File: src/hdl/rgbn_pkg.sv
// ----------------------------------------------------------------------------
// RGB frame node package
// Shared widths, frame constants and the result word type of the frame node.
// ----------------------------------------------------------------------------
package rgbn_pkg;

	localparam int BYTE_W = 8;
	localparam int POS_W  = BYTE_W + 1;

	typedef logic [BYTE_W-1:0] byte_t;
	typedef logic [POS_W-1:0]  pos_t;

	// Frames at least this long are forwarded down the chain.
	localparam byte_t FWD_MIN_LEN = byte_t'(8);
	// Each node strips its own red, green and blue bytes from the forwarded length.
	localparam byte_t LEN_ADJUST  = byte_t'(3);

	// Byte positions inside a frame that carry the color levels.
	localparam pos_t POS_RED   = pos_t'(1);
	localparam pos_t POS_GREEN = pos_t'(2);
	localparam pos_t POS_BLUE  = pos_t'(3);

	// One result word.
	typedef struct packed {
		logic  tx_valid;
		byte_t tx_byte;
		byte_t red_duty;
		byte_t green_duty;
		byte_t blue_duty;
	} result_t;

endpackage

File: src/hdl/daisy_chain_rgb_frame_node_top.sv
// ----------------------------------------------------------------------------
// Daisy-chain RGB frame node
// Consumes received frame bytes, sets RGB duty levels and forwards the rest.
// ----------------------------------------------------------------------------
// The input channel (in_valid, in_stall, rx_byte) takes one received byte per
// word. The output channel (out_valid, out_stall and the result fields) gives
// exactly one word per input byte: tx_valid and tx_byte tell whether a byte is
// to be sent downstream, and the three duty fields show the color levels after
// that byte.
// A byte passes an input register and then the frame decode, whose result is
// caught in the output register. One byte is taken every cycle while the
// receiver keeps out_stall low; the rate is set by the single decode step
// between the two registers, which also updates the frame count and levels.
// When the receiver stalls, the output word holds, the input register fills
// and in_stall rises until the output word is taken.
// Reset clears the frame count, frame length, color levels and both valid
// flags; the first byte after reset is read as a frame length.
// ----------------------------------------------------------------------------
module daisy_chain_rgb_frame_node_top (
	input  logic            clk,
	input  logic            arst_n,
	input  logic            in_valid,
	output logic            in_stall,
	input  rgbn_pkg::byte_t rx_byte,
	output logic            out_valid,
	input  logic            out_stall,
	output logic            tx_valid,
	output rgbn_pkg::byte_t tx_byte,
	output rgbn_pkg::byte_t red_duty,
	output rgbn_pkg::byte_t green_duty,
	output rgbn_pkg::byte_t blue_duty
);
	import rgbn_pkg::*;

	logic    valid_s1;
	byte_t   byte_s1;
	logic    take;
	logic    fire;
	result_t result;
	result_t result_q;
	logic    out_valid_q;

	// The output register can load when empty or being read.
	assign take = !out_valid_q || !out_stall;
	assign fire = valid_s1 && take;

	rgbn_in_stage u_in_stage (
		.clk      (clk),
		.arst_n   (arst_n),
		.in_valid (in_valid),
		.in_stall (in_stall),
		.rx_byte  (rx_byte),
		.take     (take),
		.valid_s1 (valid_s1),
		.byte_s1  (byte_s1)
	);

	rgbn_frame_core u_frame_core (
		.clk     (clk),
		.arst_n  (arst_n),
		.fire    (fire),
		.byte_s1 (byte_s1),
		.result  (result)
	);

	// Output valid flag.
	always_ff @(posedge clk or negedge arst_n) begin
		if (!arst_n) begin
			out_valid_q <= 1'b0;
		end else if (take) begin
			out_valid_q <= valid_s1;
		end
	end

	// Output word register.
	always_ff @(posedge clk) begin
		if (fire) begin
			result_q <= result;
		end
	end

	assign out_valid  = out_valid_q;
	assign tx_valid   = result_q.tx_valid;
	assign tx_byte    = result_q.tx_byte;
	assign red_duty   = result_q.red_duty;
	assign green_duty = result_q.green_duty;
	assign blue_duty  = result_q.blue_duty;

endmodule

File: src/hdl/rgbn_in_stage.sv
// ----------------------------------------------------------------------------
// RGB frame node input stage
// Registers the incoming byte and holds it until the core takes it.
// ----------------------------------------------------------------------------
module rgbn_in_stage (
	input  logic          clk,
	input  logic          arst_n,
	input  logic          in_valid,
	output logic          in_stall,
	input  rgbn_pkg::byte_t rx_byte,
	input  logic          take,
	output logic          valid_s1,
	output rgbn_pkg::byte_t byte_s1
);
	import rgbn_pkg::*;

	logic load;

	// The stage can load when it is empty or its word moves on this cycle.
	assign in_stall = valid_s1 && !take;
	assign load     = in_valid && !in_stall;

	// Occupancy flag.
	always_ff @(posedge clk or negedge arst_n) begin
		if (!arst_n) begin
			valid_s1 <= 1'b0;
		end else if (load) begin
			valid_s1 <= 1'b1;
		end else if (take) begin
			valid_s1 <= 1'b0;
		end
	end

	// Byte register.
	always_ff @(posedge clk) begin
		if (load) begin
			byte_s1 <= rx_byte;
		end
	end

endmodule

File: src/hdl/rgbn_frame_core.sv
// ----------------------------------------------------------------------------
// RGB frame node core
// Tracks the frame position, updates the color levels and decides forwarding.
// ----------------------------------------------------------------------------
module rgbn_frame_core (
	input  logic              clk,
	input  logic              arst_n,
	input  logic              fire,
	input  rgbn_pkg::byte_t   byte_s1,
	output rgbn_pkg::result_t result
);
	import rgbn_pkg::*;

	byte_t bytes_left_q;
	byte_t frame_length_q;
	byte_t red_q;
	byte_t green_q;
	byte_t blue_q;

	byte_t bytes_left_d;
	byte_t frame_length_d;
	byte_t red_d;
	byte_t green_d;
	byte_t blue_d;
	pos_t  pos;

	// Position in the frame as a signed difference; negative values never match.
	assign pos = {1'b0, frame_length_q} - {1'b0, bytes_left_q};

	// Decode one byte against the current frame state.
	always_comb begin
		frame_length_d   = frame_length_q;
		red_d            = red_q;
		green_d          = green_q;
		blue_d           = blue_q;
		result.tx_valid  = 1'b0;
		result.tx_byte   = '0;
		bytes_left_d     = bytes_left_q - byte_t'(1);
		if (bytes_left_q == '0) begin
			// A new frame starts with its length byte.
			frame_length_d = byte_s1;
			bytes_left_d   = byte_s1 - byte_t'(1);
			if (byte_s1 >= FWD_MIN_LEN) begin
				result.tx_valid = 1'b1;
				result.tx_byte  = byte_s1 - LEN_ADJUST;
			end
		end else if (pos == POS_RED) begin
			red_d = byte_s1;
		end else if (pos == POS_GREEN) begin
			green_d = byte_s1;
		end else if (pos == POS_BLUE) begin
			blue_d = byte_s1;
		end else if (frame_length_q >= FWD_MIN_LEN) begin
			result.tx_valid = 1'b1;
			result.tx_byte  = byte_s1;
		end
		result.red_duty   = red_d;
		result.green_duty = green_d;
		result.blue_duty  = blue_d;
	end

	// Frame state and color levels advance once per processed byte.
	always_ff @(posedge clk or negedge arst_n) begin
		if (!arst_n) begin
			bytes_left_q   <= '0;
			frame_length_q <= '0;
			red_q          <= '0;
			green_q        <= '0;
			blue_q         <= '0;
		end else if (fire) begin
			bytes_left_q   <= bytes_left_d;
			frame_length_q <= frame_length_d;
			red_q          <= red_d;
			green_q        <= green_d;
			blue_q         <= blue_d;
		end
	end

endmodule
File: config.mk
export PLATFORM = sky130hd
export DESIGN_NAME = daisy_chain_rgb_frame_node_top
export DESIGN_NICKNAME = d
export VERILOG_FILES = /design/src/hdl/rgbn_pkg.sv /design/src/hdl/daisy_chain_rgb_frame_node_top.sv /design/src/hdl/rgbn_in_stage.sv /design/src/hdl/rgbn_frame_core.sv
export SDC_FILE = /design/constraint.sdc
export NUM_CORES = 1
export LEC_CHECK = 0
export BUFFER_PORTS_ARGS = -buffer_cell sky130_fd_sc_hd__buf_2
export CORE_UTILIZATION = 53
export CTS_CLUSTER_SIZE = 40
export DETAILED_ROUTE_END_ITERATION = 8
export PLACE_DENSITY_LB_ADDON = 0.2
export SLEW_MARGIN = 20
export SYNTH_ARGS = -nofsm -noshare
export SYNTH_HDL_FRONTEND = slang
export SYNTH_SLANG_ARGS = --single-unit
File: constraint.sdc
create_clock -name clk -period 2.9 [get_ports clk]
set_input_delay 0.29 -clock clk [delete_from_list [all_inputs] [get_ports clk]]
set_output_delay 0.29 -clock clk [all_outputs]
set_load 0.005 [all_outputs]
== Yosys cells after proc, flatten, opt, wreduce, memory -nomap -nowiden ==
Cells that the tools add are included.
Storage, ports and cells
  bits in registers: 83
  bits of input ports: 12
  output and inout bits: 35
  logic and storage cells: 51
Operators by class
  $add $sub $neg: 4
  order comparisons: 2
  eq/ne operators: 3
  multiplexer cells: 18
  reduce and logical (&&, ||, !) cells: 11
Operators by type and width (number)
  $mux 8: 10
  $mux 9: 6
  $eq 9x2->1 const B: 2
  $ge 8x4->1 const B: 2
  $sub 8x1->8 const B: 2
  $eq 9x1->1 const B: 1
  $sub 8x8->9: 1
  $logic_not 8->1: 1
  $sub 8x2->8 const B: 1
  $logic_not 1->1: 4
  $logic_and 1x1->1: 3
  $mux 1: 2
  $reduce_and 2->1: 1
  $reduce_bool 2->1: 1
  $logic_or 1x1->1: 1

== Logic depth before layout (Yosys ltp) ==
  depth in word-level cells: 7
  gate-level depth with buffers: 10
  mapped depth without buffers: 10

== Modules after synthesis ==
A second synthesis with hierarchy kept.
Unflattened totals
  cells, all modules: 312
  area total of the unflattened synthesis: 4113.9 µm²
Modules (own cells, without submodules)
  rgbn_frame_core: times used 1, cells an instance 262, area an instance 2777.7 µm², seq. area each 1001.0 µm²
  daisy_chain_rgb_frame_node_top: times used 1, cells an instance 37, area an instance 1038.5 µm², seq. area each 1016.0 µm²
  rgbn_in_stage: times used 1, cells an instance 13, area an instance 297.8 µm², seq. area each 265.3 µm²

== Least setup slack after synthesis ==
No wires, ideal clock.
  path type: flip-flop to flip-flop
  start: register u_frame_core.bytes_left_q[0]
  end: register result_q (netlist bit blue_duty[0]), data pin
  setup time: 0.260 ns
  arrival time: 2.743 ns
  required time: 2.640 ns
  setup slack: -0.103 ns
  cell stages (with the launch flop): 9
  path buffers: 0
  clock period less this slack: 3.003 ns
  cells stage by stage: dfrtp_1 -> ha_1 -> fa_1 -> nor2b_4 -> nand4_1 -> a2111oi_4 -> a311oi_2 -> nor4_4 -> mux2_2
RTL lines
  start: declaration: line rgbn_frame_core.sv:14  | byte_t bytes_left_q;
  start signal: assignment: line rgbn_frame_core.sv:71  | bytes_left_q <= bytes_left_d;
  end signal: assignment: line daisy_chain_rgb_frame_node_top.sv:78  | result_q <= result;
  end: declaration: line daisy_chain_rgb_frame_node_top.sv:40  | result_t result_q;

==> flow_summary_export.csv <==
group,metric,value,unit
global_route,grt_pass1_wl,14200,microns
setup_path,critPathMaxStageDelay,0.40,ns
drt,routed_wl,8780,microns
synth,synth_top_area_cell,"edfxtp_1",
synth,synth_top_area_share,29.9,%
setup_path,crit_top_cell,"buf_4",
global_route,track_usage,22.7,%
drt,drtIter0Drc,170,
setup_path,critPathMaxFanout,9,
setup_path,crit_type,"reg -> reg",
finish,diodes,0,
cts,clk-insertion-delay-late,0.36,ns
job,drv_cap,0,
setup_path,worstPathRequired,3.02,ns
finish,areaGrowthSynthToFinish,23.2,%
setup_path,r2r_start,"u_frame_core.bytes_left_q[0]",
synth,syn-cell-area,0.00412,sq mm
finish,finalInstanceArea,0.00507,sq mm
timing,skew,0.0144,ns
place,place_ws,-0.169,ns
floorplanning,die_area,0.00813,sq mm
cts,clockRootBuffer,"clkbuf_8",
finish,drive_above_1_share,43.8,%
power_and_ir_drop,p_leak,2.28,nW
global_route,grt_overflow,0,
timing,period_share,102,%
setup_path,endpoint_kind,"flop",
drt,viasPerCell,5.67,
floorplanning,initial_core_util,55.9,%
synth,synth_cell_type_count,54,
power_and_ir_drop,ir_worst_vdd,0.000474,V
floorplanning,die_w,90.1,microns
setup_path,crit_slowest_cell,"dfrtp_1",
synth,synth_cells,316,
finish,fillers,563,
place,place.gp.congestion,0.877,
floorplanning,boundaryPins,47,
run_status,run_status,"finished with violations",
timing,setup_tns,-0.744,ns
cts,clockBufferDepth,2,
cts,clock_sinks,83,
global_route,grt_max_degree,43,
timing,worst_slew_pin_slew,0.631,ns
timing,fin_crit,2.97,ns
drt,ant_nets,0,
cts,path_clk_slew,0.09,ns
floorplanning,core_area,0.00737,sq mm
drt,wl_per_cell,17.5,microns
timing,finalHoldViolCount,0,
synth,syn_avg_cell_area,13.0,sq um
timing,setup_ws,-0.0699,ns
hold_path,min_path_type,"in -> reg",
drt,firstDrtPassIters,4,
setup_path,path_cells,"ha_2, fa_2, nor2b_4, nand4_1, a2111oi_4, a311oi_2, buf_4, buf_4, nor4_4, buf_12, mux2_2",
timing,rsz0062_at_grt,"true",
timing,max-slew-margin-rel,57.9,%
finish,fin_nets,424,
power_and_ir_drop,p_total,4.55,mW
synth,synth_area_leaders,"edfxtp_1 30%, dfrtp_1 26%, mux2_2 15%",
global_route,antenna_found_initial,0,
synth,yosysWarnings,0,
drt,vias,2852,
power_and_ir_drop,powerDensity,898,mW/mm^2
cts,htree_levels,3,
global_route,grt_pass1_vias,2852,
hold_path,worstHoldStart,"rx_byte[1]",
timing,fmax,0.337,GHz
place,hpwl,5570,microns
synth,syn_nets,341,
timing,timing.hold.ws,0.103,ns
place,io_buffers,46,
floorplanning,fp.dieH,90.1,microns
floorplanning,rows,31,
setup_path,worstSetupStartpoint,"u_frame_core.bytes_left_q[0]",
setup_path,critical_path_arrival,3.09,ns
timing,setup_violations,29,
place,place_area,0.00466,sq mm
setup_path,cp-start-kind,"flop",
run_status,violations,"negative setup slack",
synth,seq_area_frac_synth,55.4,%
synth,synth-seq-cells,83,
timing,drv_slew,0,
drt,drcViolationCount,0,
cts,cts_tree,"done",
cts,cts_buffers,9,
[power by group]
group | internal (mW) | switching [mW]
registers | 1.50 | 0.121
clock network | 0.319 | 0.439
logic | 1.04 | 1.13
[per-layer routing]
metal  vias up  global-route usage, %  routed length, microns
li1       1345                      -                       -
met1      1418                   30.4                    4000
met2        72                   36.9                    4190
met3        17                   3.05                     398
met4         0                   10.1                     188
met5         -                      0                       0
[through the flow]
step | cells | util (%)
after detailed placement | 477 | 63.2
final | 503 | 68.8
after floorplan | 316 | -
after CTS | 498 | 66.8
after global routing | 503 | 68.8
after global placement | 477 | 63.2
[synthesized netlist by cell type (all sizes together)]
library cell   n
mux2          55
dfrtp         42
edfxtp        41
nand2         22
inv           14
clkbuf        12
ha            12
a21oi         10
nor2          10
nand3          9
a21o           7
nor3           7
o21ai          7
nand2b         6
nor4           5
nand4          4
nor2b          4
a211o          3
and3           3
o211ai         3
or2            3
xnor2          3
a2111oi        2
a211oi         2
a22o           2
a22oi          2
and2           2
nand3b         2
nand4b         2
nor3b          2
o21a           2
o22a           2
o31ai          2
or3            2
a221oi         1
a311oi         1
a31oi          1
buf            1
fa             1
o2111a         1
o22ai          1
o311ai         1
o31a           1
or4            1
[worst paths after layout]
| path | to | slack [ns] | cells past startpoint |
|---|---|---|---|
| worst max register to register | blue_duty[0] | -0.07 | 11 |
| worst min-delay path | u_in_stage.byte_s1[1] | 0.10 | 1 |
| max in group asynchronous | u_frame_core.green_q[7] | 2.04 | 2 |
| worst min register to register | out_valid | 0.50 | 1 |
| min in group asynchronous | u_frame_core.red_q[2] | 0.47 | 2 |
| worst max-delay path | blue_duty[0] | -0.07 | 11 |
[placed cells by master, fill, tap and decap left out, types with 3 or more instances in the layout]
master	netlist	routed
a21o_1	7	7
inv_1	13	13
mux2_4	1	11
nor4_4	3	3
and3_1	3	3
ha_1	12	10
dfrtp_1	42	42
nand2_1	20	20
nand3_1	8	6
a21oi_1	10	9
clkbuf_8	0	9
nand4_1	3	3
buf_2	0	45
o21ai_0	7	7
inv_6	0	3
buf_4	1	29
edfxtp_1	41	41
nor2b_1	3	3
buf_6	0	6
mux2_2	54	44
o211ai_1	3	3
a211o_1	3	3
nor3_1	7	7
nand2b_1	6	6
xnor2_1	3	3
nor2_1	10	10
[cell type report]
type,instances,area (sq um),share of cell area [%]
clock inverter,6,46.3,0.912
inverter,14,52.6,1.04
tap,99,124,2.44
multi-input combinational,207,1850,36.5
clock buffer,10,128,2.52
timing repair buffer,84,588,11.6
sequential,83,2280,45.0
[logic make-up (layout without fill, tap and decap cells)]
logic type	count (synthesis)	after routing	synth area share (%)
DFF	83	83	55.4
xor gates and xnor gates	3	3	0.638
adders and majority gates	13	13	4.13
muxes	55	55	15.1
buffers and inverters	27	114	2.58
AOI/OAI and AO/OA	51	52	9.57
and+or+nand+nor	84	84	12.5
[sequential cells by signal (all words and copies together) (netlist names), 8 cells and up]
signal	cells
u_in_stage.byte_s1	8
blue_duty	8
u_frame_core.red_q	8
tx_byte	8
green_duty	8
u_frame_core.frame_length_q	8
u_frame_core.bytes_left_q	8
u_frame_core.green_q	8
u_frame_core.blue_q	8
red_duty	8
[repair_timing]
action,4_1_cts,5_1_grt
gates cloned,1,1
pin swaps,1,11
hold buffers,0,1
gates resized for setup,7,24
endpoints found under the hold margin,0,42
buffers inserted,5,3
endpoints found under the setup margin,55,57
[critical path, delay by kind of cell (launching register included)]
family,cells,cell delay (ns)
adders and majority gates,2,0.55
AOI/OAI and AO/OA,2,0.42
DFF,1,0.40
buffers and inverters,3,0.50
muxes,1,0.33
and+or+nand+nor,3,0.52
Note: power is estimated with default switching activity, not from simulation.
